File: src/rtl/core/auf_pkg.sv
`timescale 1ns / 1ps
// ----------------------------------------------------------------------------
// auf_pkg
// Shared constants and types of the advertising-data UUID128 filter.
// ----------------------------------------------------------------------------
package auf_pkg;

    localparam int unsigned UUID_BYTES  = 16;
    localparam int unsigned UUID_WIDTH  = 8 * UUID_BYTES;
    localparam int unsigned OFFS_WIDTH  = $clog2(UUID_BYTES) + 1;
    localparam int unsigned CFG_IDX_W   = 1;
    localparam int unsigned CFG_DATA_W  = 64;

    localparam logic [7:0] TYPE_UUID128_PARTIAL = 8'h06;
    localparam logic [7:0] TYPE_UUID128_FULL    = 8'h07;

    localparam logic [CFG_IDX_W-1:0] REG_UUID_LOW  = 1'b0;
    localparam logic [CFG_IDX_W-1:0] REG_UUID_HIGH = 1'b1;

    typedef logic [UUID_WIDTH-1:0] uuid_t;

endpackage

File: src/rtl/core/auf_if.sv
`timescale 1ns / 1ps
// ----------------------------------------------------------------------------
// auf_if
// Valid/ready channels of the filter: payload bytes, results, register writes.
// ----------------------------------------------------------------------------
interface auf_in_if;
    logic       valid;
    logic       ready;
    logic [7:0] payload_byte;
    logic       is_last;

    modport source (output valid, output payload_byte, output is_last, input ready);
    modport sink   (input valid, input payload_byte, input is_last, output ready);
endinterface

interface auf_out_if;
    logic valid;
    logic ready;
    logic service_found;

    modport source (output valid, output service_found, input ready);
    modport sink   (input valid, input service_found, output ready);
endinterface

interface auf_cfg_if;
    logic                          valid;
    logic                          ready;
    logic [auf_pkg::CFG_IDX_W-1:0]  index;
    logic [auf_pkg::CFG_DATA_W-1:0] data;

    modport source (output valid, output index, output data, input ready);
    modport sink   (input valid, input index, input data, output ready);
endinterface

File: src/rtl/core/ad_struct_uuid_filter.sv
`timescale 1ns / 1ps
// ----------------------------------------------------------------------------
// ad_struct_uuid_filter
// Scans advertising payloads for a 128-bit service UUID list naming a target.
// ----------------------------------------------------------------------------
//  channel | dir | carries                       | request ends with
//  in_ch   | in  | payload_byte, is_last         | is_last = 1
//  out_ch  | out | service_found                 | one per payload
//  cfg     | in  | index, data (uuid_low / high) | always ready
//
//  One payload byte a cycle; the result leaves through a single output
//  register in the cycle after the final byte is taken.
//  in_ch stalls only while a result waits in out_ch and out_ch is not ready.
//  Reset clears parse state, the result register and both UUID words.
//  Write configuration only while no payload is in progress.
// ----------------------------------------------------------------------------
module ad_struct_uuid_filter (
    input  logic       clk,
    input  logic       rst_n,
    auf_in_if.sink     in_ch,
    auf_out_if.source  out_ch,
    auf_cfg_if.sink    cfg
);
    import auf_pkg::*;

    uuid_t uuid;

    // hold the target UUID
    auf_cfg_regs u_cfg_regs (
        .clk   (clk),
        .rst_n (rst_n),
        .cfg   (cfg),
        .uuid  (uuid)
    );

    // walk the structures, compare, and register the result
    auf_parser u_parser (
        .clk    (clk),
        .rst_n  (rst_n),
        .uuid   (uuid),
        .in_ch  (in_ch),
        .out_ch (out_ch)
    );

`ifndef NO_ASSERTIONS
    // a final byte taken always leaves a result waiting
    assert property (@(posedge clk) disable iff (!rst_n)
        in_ch.valid && in_ch.ready && in_ch.is_last |=> out_ch.valid)
        else $error("final byte produced no result");

    // a non-final byte never creates a result
    assert property (@(posedge clk) disable iff (!rst_n)
        in_ch.valid && in_ch.ready && !in_ch.is_last
        && (!out_ch.valid || out_ch.ready) |=> !out_ch.valid)
        else $error("result without final byte");

    // a delivered result is not repeated
    assert property (@(posedge clk) disable iff (!rst_n)
        out_ch.valid && out_ch.ready && !(in_ch.valid && in_ch.ready && in_ch.is_last)
        |=> !out_ch.valid)
        else $error("result repeated");
`endif

endmodule

File: src/rtl/core/auf_cfg_regs.sv
`timescale 1ns / 1ps
// ----------------------------------------------------------------------------
// auf_cfg_regs
// Target UUID register file, written through the configuration channel.
// ----------------------------------------------------------------------------
module auf_cfg_regs (
    input  logic            clk,
    input  logic            rst_n,
    auf_cfg_if.sink         cfg,
    output auf_pkg::uuid_t  uuid
);
    import auf_pkg::*;

    logic [CFG_DATA_W-1:0] low_reg;
    logic [CFG_DATA_W-1:0] high_reg;

    assign cfg.ready = 1'b1;
    assign uuid      = {high_reg, low_reg};

    always_ff @(posedge clk or negedge rst_n)
    begin
        if (!rst_n)
        begin
            low_reg  <= '0;
            high_reg <= '0;
        end
        else if (cfg.valid)
        begin
            unique case (cfg.index)
                REG_UUID_LOW:  low_reg  <= cfg.data;
                REG_UUID_HIGH: high_reg <= cfg.data;
                default:       ;
            endcase
        end
    end

endmodule

File: src/rtl/core/auf_parser.sv
`timescale 1ns / 1ps
// ----------------------------------------------------------------------------
// auf_parser
// Length/type/data walker with UUID compare and result register.
// ----------------------------------------------------------------------------
module auf_parser (
    input  logic            clk,
    input  logic            rst_n,
    input  auf_pkg::uuid_t  uuid,
    auf_in_if.sink          in_ch,
    auf_out_if.source       out_ch
);
    import auf_pkg::*;

    typedef enum logic [1:0] {
        PH_LENGTH = 2'd0,
        PH_TYPE   = 2'd1,
        PH_BODY   = 2'd2
    } phase_t;

    phase_t                phase_reg,   phase_next;
    logic [7:0]            left_reg,    left_next;
    logic [OFFS_WIDTH-1:0] offs_reg,    offs_next;
    logic                  match_reg,   match_next;
    logic                  found_reg,   found_next;
    logic                  out_vld_reg;
    logic                  out_found_reg;

    logic       accept;
    logic [7:0] left_dec;
    logic [7:0] target;

    assign in_ch.ready          = !out_vld_reg || out_ch.ready;
    assign accept               = in_ch.valid && in_ch.ready;
    assign out_ch.valid         = out_vld_reg;
    assign out_ch.service_found = out_found_reg;

    assign left_dec = left_reg - 8'd1;
    assign target   = uuid[8 * offs_reg[OFFS_WIDTH-2:0] +: 8];

    always_comb
    begin
        phase_next = phase_reg;
        left_next  = left_reg;
        offs_next  = offs_reg;
        match_next = match_reg;
        found_next = found_reg;
        unique case (phase_reg)
            PH_TYPE:
            begin
                left_next  = left_dec;
                match_next = (in_ch.payload_byte == TYPE_UUID128_PARTIAL)
                          || (in_ch.payload_byte == TYPE_UUID128_FULL);
                offs_next  = '0;
                phase_next = (left_dec == 8'd0) ? PH_LENGTH : PH_BODY;
            end
            PH_BODY:
            begin
                // compare only the first sixteen data bytes; the offset holds at 16
                if (!offs_reg[OFFS_WIDTH-1])
                begin
                    match_next = match_reg && (in_ch.payload_byte == target);
                    offs_next  = offs_reg + 1'b1;
                    if (offs_next[OFFS_WIDTH-1] && match_next)
                        found_next = 1'b1;
                end
                left_next = left_dec;
                if (left_dec == 8'd0)
                    phase_next = PH_LENGTH;
            end
            default:
            begin
                // zero length byte: stay on length
                if (in_ch.payload_byte != 8'd0)
                begin
                    left_next  = in_ch.payload_byte;
                    phase_next = PH_TYPE;
                end
                else
                    phase_next = PH_LENGTH;
            end
        endcase
    end

    always_ff @(posedge clk or negedge rst_n)
    begin
        if (!rst_n)
        begin
            phase_reg     <= PH_LENGTH;
            left_reg      <= '0;
            offs_reg      <= '0;
            match_reg     <= 1'b0;
            found_reg     <= 1'b0;
            out_vld_reg   <= 1'b0;
            out_found_reg <= 1'b0;
        end
        else
        begin
            if (out_ch.ready)
                out_vld_reg <= 1'b0;
            if (accept)
            begin
                if (in_ch.is_last)
                begin
                    out_vld_reg   <= 1'b1;
                    out_found_reg <= found_next;
                    phase_reg     <= PH_LENGTH;
                    left_reg      <= '0;
                    offs_reg      <= '0;
                    match_reg     <= 1'b0;
                    found_reg     <= 1'b0;
                end
                else
                begin
                    phase_reg <= phase_next;
                    left_reg  <= left_next;
                    offs_reg  <= offs_next;
                    match_reg <= match_next;
                    found_reg <= found_next;
                end
            end
        end
    end

endmodule

File: src/flat_wrapper.sv
// flat-port wrapper written by rule: the top's interface ports become plain ports
module ad_struct_uuid_filter_flat import auf_pkg::*;
  (clk, rst_n, in_ch_valid, in_ch_payload_byte, in_ch_is_last, in_ch_ready, out_ch_valid, out_ch_service_found, out_ch_ready, cfg_valid, cfg_index, cfg_data, cfg_ready);
  auf_in_if in_ch_i ();
  auf_out_if out_ch_i ();
  auf_cfg_if cfg_i ();
  input  logic clk;
  input  logic rst_n;
  input wire logic [$bits(in_ch_i.valid)-1:0] in_ch_valid;
  input wire logic [$bits(in_ch_i.payload_byte)-1:0] in_ch_payload_byte;
  input wire logic [$bits(in_ch_i.is_last)-1:0] in_ch_is_last;
  output wire logic [$bits(in_ch_i.ready)-1:0] in_ch_ready;
  output wire logic [$bits(out_ch_i.valid)-1:0] out_ch_valid;
  output wire logic [$bits(out_ch_i.service_found)-1:0] out_ch_service_found;
  input wire logic [$bits(out_ch_i.ready)-1:0] out_ch_ready;
  input wire logic [$bits(cfg_i.valid)-1:0] cfg_valid;
  input wire logic [$bits(cfg_i.index)-1:0] cfg_index;
  input wire logic [$bits(cfg_i.data)-1:0] cfg_data;
  output wire logic [$bits(cfg_i.ready)-1:0] cfg_ready;
  assign in_ch_i.valid = in_ch_valid;
  assign in_ch_i.payload_byte = in_ch_payload_byte;
  assign in_ch_i.is_last = in_ch_is_last;
  assign in_ch_ready = in_ch_i.ready;
  assign out_ch_valid = out_ch_i.valid;
  assign out_ch_service_found = out_ch_i.service_found;
  assign out_ch_i.ready = out_ch_ready;
  assign cfg_i.valid = cfg_valid;
  assign cfg_i.index = cfg_index;
  assign cfg_i.data = cfg_data;
  assign cfg_ready = cfg_i.ready;
  ad_struct_uuid_filter u_core (.clk(clk), .rst_n(rst_n), .in_ch(in_ch_i), .out_ch(out_ch_i), .cfg(cfg_i));
endmodule
File: config.mk
export PLATFORM = sky130hd
export DESIGN_NAME = ad_struct_uuid_filter_flat
export DESIGN_NICKNAME = d
export VERILOG_FILES = /design/src/rtl/core/auf_pkg.sv /design/src/rtl/core/auf_if.sv /design/src/rtl/core/ad_struct_uuid_filter.sv /design/src/rtl/core/auf_cfg_regs.sv /design/src/rtl/core/auf_parser.sv /design/src/flat_wrapper.sv
export SDC_FILE = /design/constraint.sdc
export NUM_CORES = 1
export LEC_CHECK = 0
export ABC_AREA = 1
export BUFFER_PORTS_ARGS = -buffer_cell sky130_fd_sc_hd__buf_4
export CAP_MARGIN = 20
export CORE_MARGIN = 2
export CORE_UTILIZATION = 54
export DETAILED_ROUTE_END_ITERATION = 12
export HOLD_SLACK_MARGIN = 0.12
export PLACE_DENSITY = 0.84
export SYNTH_ARGS = -nofsm -noshare
export SYNTH_HDL_FRONTEND = slang
export SYNTH_HIERARCHICAL = 1
export SYNTH_SLANG_ARGS = --single-unit
File: constraint.sdc
create_clock -name clk -period 1.7 [get_ports clk]
set_clock_uncertainty 0.1 [all_clocks]
set_input_delay 0.17 -clock clk [delete_from_list [all_inputs] [get_ports clk]]
set_output_delay 0.17 -clock clk [all_outputs]
set_load 0.1 [all_outputs]
==> results of run 1 <==
## tightest hold or removal path: cells and delay by family
family          cells  cell delay, ns
buf+inv             2            0.19
simple gates        1            0.07
compound gates      2            0.18
## power by group
group | internal [mW] | switching, mW
clock network | 1.95 | 1.64
registers | 4.05 | 0.467
logic | 2.70 | 3.92
total | 8.69 | 6.03
## how the worst max path moves through the flow
stage	start	slack, ns	to
global route	u_core/u_parser/offs_reg[0]$_DFFE_PN0P_	-0.59	u_core/u_parser/found_reg$_DFFE_PN0P_
floorplan	u_core/u_parser/out_ch.valid$_DFF_PN0_	-0.25	u_core/u_parser/offs_reg[3]$_DFFE_PN0P_
global placement	u_core/u_parser/offs_reg[0]$_DFFE_PN0P_	-0.39	u_core/u_parser/out_ch.service_found$_DFFE_PN0P_
detailed placement	u_core/u_parser/offs_reg[0]$_DFFE_PN0P_	-0.44	u_core/u_parser/found_reg$_DFFE_PN0P_
CTS	u_core/u_parser/offs_reg[0]$_DFFE_PN0P_	-0.39	u_core/u_parser/match_reg$_DFFE_PN0P_
finish	u_core/u_parser/offs_reg[0]$_DFFE_PN0P_	-0.51	u_core/u_parser/found_reg$_DFFE_PN0P_
## placed cells by master, fill, tap and decap left out, drive strengths merged, types with 2 or more instances in the layout
cell type / count
o22ai: 6
nand3: 184
xor2: 5
clkinvlp: 5
a21oi: 16
dfrtp: 147
nor3: 5
nand4: 4
clkinv: 5
o211ai: 3
nor2: 80
buf: 153
dlymetal6s4s: 2
o21ai: 23
ha: 6
or2: 2
inv: 75
dlygate4sd3: 77
and3: 2
clkbuf: 18
nand2: 459
## per-layer routing
layer,track usage (%),vias up,routed length [um]
met5,0,-,0
met4,11.83,0,899
met3,6.804,90,1989
met2,52.27,443,12270
met1,42.02,3974,10140
li1,-,3808,-
## area by class of cell
type	instances	area, um2
fill	1022	3702
clock buffer	18	439.2
multi-input combinational	804	3800
clock inverter	14	120.1
timing repair buffer	232	2165
sequential	147	3686
tap	184	230.2
timing repair inverter	1	5.005
inverter	70	276.5
## logic make-up (layout without fill, tap and decap cells)
kind of cell,count (synthesis),count (layout)
AOI/OAI and AO/OA,54,54
xor gates and xnor gates,5,5
adders and majority gates,6,6
buffers and inverters,134,335
DFF,147,147
other,1,1
and+or+nand+nor,738,738
## through the flow
stage               instance area, um2  setup TNS [ns]
global route                     10720          -3.392
detailed placement                8840          -2.632
floorplan                         7991          -1.006
CTS                              10430          -2.843
global placement                  8840          -2.050
finish                           10720          -2.468
## what timing repair did
action | 4_1_cts | 5_1_grt
pin swaps | 14 | 38
hold buffers | 79 | 2
gates resized for setup | 46 | 49
setup endpoints to repair | 13 | 18
cloned | 2 | 1
setup buffers | 7 | 12
hold endpoints to repair | 287 | 23
==> flow_metrics.tcl, run 1 <==
set metrics [dict create \
    die_h_um 125.2 \
    synth-compound-area-share_pct 3.863 \
    finalNonFillerCells 1470 \
    leakage_nw 5.553 \
    worstSetupPathType "flip-flop to flip-flop" \
    routed_wl_um 25300 \
    hold_path_end "u_core/u_parser/left_reg[4]$_DFFE_PN0P_" \
    fmax_ghz 0.4525 \
    grt_pass1_wl_um 39850 \
    num_rows 44 \
    gp_congestion 0.9539 \
    postSynthCellCount 1085 \
    clk_pin_slew_ns 0.07 \
    hpwl_um 15040 \
    dp_worst_setup_slack_ns -0.4403 \
    antenna_found_initial 0 \
    start_util_pct 55.02 \
    yosys_warnings 6 \
    synth.most_common_cell "nand2_1" \
    synth-seq-cells 147 \
    synth_top_cell_area_share_pct 46.35 \
    cts_sinks 147 \
    r2r_slack_ns -0.51 \
    synth_cell_types 37 \
    synth.avg_cell_area_um2 7.315 \
    cts_tree "done" \
    reg2reg_to "u_core/u_parser/found_reg$_DFFE_PN0P_" \
    holdCritStartpoint "in_ch_payload_byte[4]" \
    synth_top_area_cell "dfrtp_1" \
    critPathRequiredTime_ns 1.96 \
    crit_cells 13 \
    period_minus_slack_ns 2.210 \
    syn_nets 1170 \
    port_buffers 81 \
    routedWlPerCell_um 17.21 \
    status "finished with violations" \
    synthAdderAreaFrac_pct 0.9459 \
    clock_latency_ns 0.44 \
    total_power_mw 14.72 \
    cts_made_buffers 17 \
    final-hold-violation-count 0 \
    pin_count 83 \
    critical-path-top-delay-family "simple AND/OR/NAND/NOR gates" \
    startpoint_type "flip-flop" \
    timing.hold.ws_ns 0.1382 \
    critical_path_buf_inv_count 3 \
    h-tree-depth 4 \
    syn_to_final_growth_pct 35.09 \
    antenna_cells 0 \
    synth_xor_area_share_pct 0.5518 \
    cp_max_fo 20 \
    fin_nets 1358 \
    rsz0062_at_grt "true" \
    grt_overflow_total 0 \
    synth_top_family_by_area "simple AND/OR/NAND/NOR gates" \
    endpoint_kind "flip-flop" \
    maxSlewHeadroom_pct 63.19 \
    final_core_util_pct 74.33 \
    post-place-cells 1336 \
    cp_common_cell "nor2_2" \
    die_w_um 125.2 \
    dr.pass1.iters 5 \
    core_area_um2 14420 \
    grt_usage_pct 31.89 \
    hold_class "input port to flip-flop" \
    vdd_drop_max_v 0.0009733 \
    grt_max_degree 60 \
    drive_above_1_share_pct 21.23 \
    r2r_cells 13 \
    synth-simple-area-share_pct 38.72 \
    synthTopCellsByArea "dfrtp_1 46%, nand2_1 21%, nand3_1 11%" \
    vias 8315 \
    critPathMaxStageDelay_ns 0.46 \
    drtIter0Drc 1057 \
    synth_top_flop_cell "dfrtp_1" \
    hold_depth 5 \
    cp_slowest_cell "dfrtp_2" \
    violations "negative setup slack" \
    r2r-start "u_core/u_parser/offs_reg[0]$_DFFE_PN0P_" \
    cts_root_buf "clkbuf_16" \
    finalSetupViolations 9 \
    powerDensity_nw_per_um2 1373 \
    ant_nets 0 \
    syn_area_um2 7936 \
    cap_violations 0 \
    synth_edf_count 0 \
    ys_async_sr_fraction_pct 100.0 \
    muxShareOfSynthArea_pct 0 \
    clock_path_buffers 2 \
    final_max_slew_viol_count 0 \
    tightest_slew_ns 0.5503 \
    route.detailed.drc 0 \
    die_area_um2 15680 \
    fin_crit_sh_pct 130.0 \
    layout_setup_ws_ns -0.5098 \
    seq_area_frac_synth_pct 46.35 \
    grt_pass1_vias 7870 \
    avgViaCountPerCell 5.656 \
    path_cells "buf_12, buf_16, nor2_2, nor2_2, nor2_1, nand2_2, nand3_1, inv_1, nor2_1, nand2_1, nor2_2, nand4_1, a21oi_1" \
    ys_top_cells_by_count "454 x nand2_1, 182 x nand3_1, 147 x dfrtp_1" \
    crit_arrival_ns 2.47 \
]
Note: power is estimated with default switching activity, not from simulation.
==> run 2: changes to the inputs <==
ABC_AREA = default   (was 1)
CORE_UTILIZATION = 53   (was 54)
PLACE_DENSITY = 0.83   (was 0.84)
SKIP_CTS_REPAIR_TIMING = 1   (was default)
SKIP_LAST_GASP = 1   (was default)
==> flow_metrics.tcl, run 2 <==
set metrics [dict create \
    status "finished with violations" \
    violations "negative setup slack" \
    layout_setup_ws_ns -0.9122 \
    layout_common_cells "177 x buf_4, 144 x dfrtp_1, 74 x dlygate4sd3_1" \
    synth.avg_cell_area_um2 14.87 \
    powerDensity_nw_per_um2 1164 \
    cts_sinks 147 \
    critPathRequiredTime_ns 1.94 \
    final_max_slew_viol_count 0 \
    r2r_cells 8 \
    ant_nets 0 \
    port_buffers 81 \
    clock_latency_ns 0.43 \
    route.detailed.drc 0 \
    clk_pin_slew_ns 0.06 \
    finalSetupViolations 9 \
    routed_wl_um 20850 \
    dr.pass1.iters 5 \
    grt_max_degree 43 \
    fin_nets 846 \
    drive_above_1_share_pct 55.17 \
    core_area_um2 13830 \
    worstSetupPathType "flip-flop to flip-flop" \
    vias 5474 \
    grt_usage_pct 25.49 \
    syn_area_um2 7495 \
    yosys_warnings 6 \
    vdd_drop_max_v 0.0008586 \
    path_cells "buf_12, mux4_2, mux4_2, xnor2_2, nand2_2, a2111oi_4, a31oi_2, a31oi_1" \
    die_h_um 122.9 \
    leakage_nw 4.709 \
    start_util_pct 54.20 \
    syn_nets 589 \
    cp_max_fo 8 \
    synth_cell_types 53 \
    timing.hold.ws_ns 0.1112 \
    dp_worst_setup_slack_ns -1.050 \
    cap_violations 0 \
    grt_pass1_wl_um 28640 \
    routedWlPerCell_um 21.86 \
    layout_commonest_cell "buf_4" \
    synth_edf_count 0 \
    critPathMaxStageDelay_ns 0.53 \
    antenna_found_initial 0 \
    seq_area_frac_synth_pct 49.08 \
    die_area_um2 15110 \
    cp_common_cell "mux4_2" \
    avgViaCountPerCell 5.738 \
    clock_path_buffers 2 \
    dpl-instance-area_um2 9005 \
    synth_top_area_cell "dfrtp_1" \
    crit_arrival_ns 2.86 \
    synthTopCellsByArea "dfrtp_1 49%, mux2_4 13%, mux2_2 9.3%" \
    cts_made_buffers 17 \
    postSynthCellCount 504 \
    antenna_cells 0 \
    hold_class "input port to flip-flop" \
    die_w_um 122.9 \
    startpoint_type "flip-flop" \
    cp_slowest_cell "mux4_2" \
    fillers 778 \
    grt_pass1_vias 5416 \
    hpwl_um 13190 \
    endpoint_kind "flip-flop" \
    cts_tree "done" \
    pin_count 83 \
    fin_crit_sh_pct 153.7 \
    cts_root_buf "clkbuf_16" \
    drtIter0Drc 466 \
    ys_top_cells_by_count "147 x dfrtp_1, 65 x mux2_4, 62 x mux2_2" \
    h-tree-depth 4 \
    ys_async_sr_fraction_pct 100.0 \
    syn_to_final_growth_pct 41.80 \
    synth_top_cell_area_share_pct 49.08 \
    grt_overflow_total 0 \
    synth.most_common_cell "dfrtp_1" \
    hold_depth 4 \
    synth_top_flop_cell "dfrtp_1" \
    rsz0062_at_grt "true" \
    gp_congestion 0.8964 \
    fmax_ghz 0.3828 \
    period_minus_slack_ns 2.612 \
    num_rows 43 \
    synth-seq-cells 147 \
    final-hold-violation-count 0 \
    fin_area_um2 10630 \
]
==> run 2: cell count changes after synthesis, sizes merged, moves of 14 or more <==
cell,delta
nand2,-439
buf,-42
mux4,+33
mux2,+128
inv,-59
nor2,-65
nand3,-171
o21ai,-14
==> run 2: stage by stage <==
stage,cells,util (%),setup TNS (ns),total power [mW]
floorplan,504,-,-4.756,6.351
global placement,838,65.13,-5.552,7.567
detailed placement,838,65.13,-5.967,7.725
CTS,870,69.54,-5.362,11.59
global route,954,76.86,-5.215,12.87
finish,954,76.86,-4.196,12.37
==> run 2: area by class of cell <==
cell class                      instances  area (um2)  share of cell area [%]
Multi-Input combinational cell        318        3722                   35.02
Sequential cell                       147        3685                   34.67
Timing Repair Buffer                  268        2349                   22.10
Clock buffer                           20       456.7                   4.297
Tap cell                              180       225.2                   2.119
Clock inverter                         12       153.9                   1.448
Inverter                                9       36.28                  0.3414
==> run 2: path summary, 6_finish.rpt <==
check                                                      startpoint                                          endpoint  slack (ns)
max                           u_core/u_parser/offs_reg[0]$_DFFE_PN0P_  u_core/u_parser/out_ch.service_found$_DFFE_PN0P_       -0.91
max in group asynchronous                                       rst_n            u_core/u_parser/out_ch.valid$_DFF_PN0_        0.77
min in group asynchronous                                       rst_n        u_core/u_cfg_regs/high_reg[16]$_DFFE_PN0P_        0.15
min reg2reg                u_core/u_cfg_regs/high_reg[28]$_DFFE_PN0P_        u_core/u_cfg_regs/high_reg[28]$_DFFE_PN0P_        0.41
min                                             in_ch_payload_byte[0]           u_core/u_parser/left_reg[0]$_DFFE_PN0P_        0.11
max reg2reg                   u_core/u_parser/offs_reg[0]$_DFFE_PN0P_  u_core/u_parser/out_ch.service_found$_DFFE_PN0P_       -0.91
==> run 2: routing by layer <==
metal,GRT usage [%],share of wire (%)
met1,32.48,39
met2,42.44,53
met3,5.627,4.8
met4,10.42,2.9
met5,0,0
==> run 2: power breakdown <==
part	internal [mW]	switching [mW]
Combinational	2.32	1.61
Clock	2.39	1.50
Sequential	4.08	0.479
==> run 2: logic make-up (layout without fill, tap and decap cells) <==
group | count (synthesis) | after routing | synth area share (%)
XOR/XNOR | 9 | 9 | 1.052
AND/OR/NAND/NOR | 86 | 86 | 5.993
AO/OA/AOI/OAI | 47 | 47 | 4.173
multiplexers | 169 | 169 | 34.07
buffers and inverters | 39 | 309 | 4.574
adder cells (fa/ha/maj) | 6 | 6 | 1.002
flip-flops | 147 | 147 | 49.08
other | 1 | 1 | 0.05004
==> run 2: critical path: cells and delay by family, from the launching register on <==
family	cells	cell delay, ns
xor+xnor	1	0.15
buf+inv	1	0.15
flops	1	0.40
compound gates	3	0.60
simple gates	1	0.10
mux	2	1.04
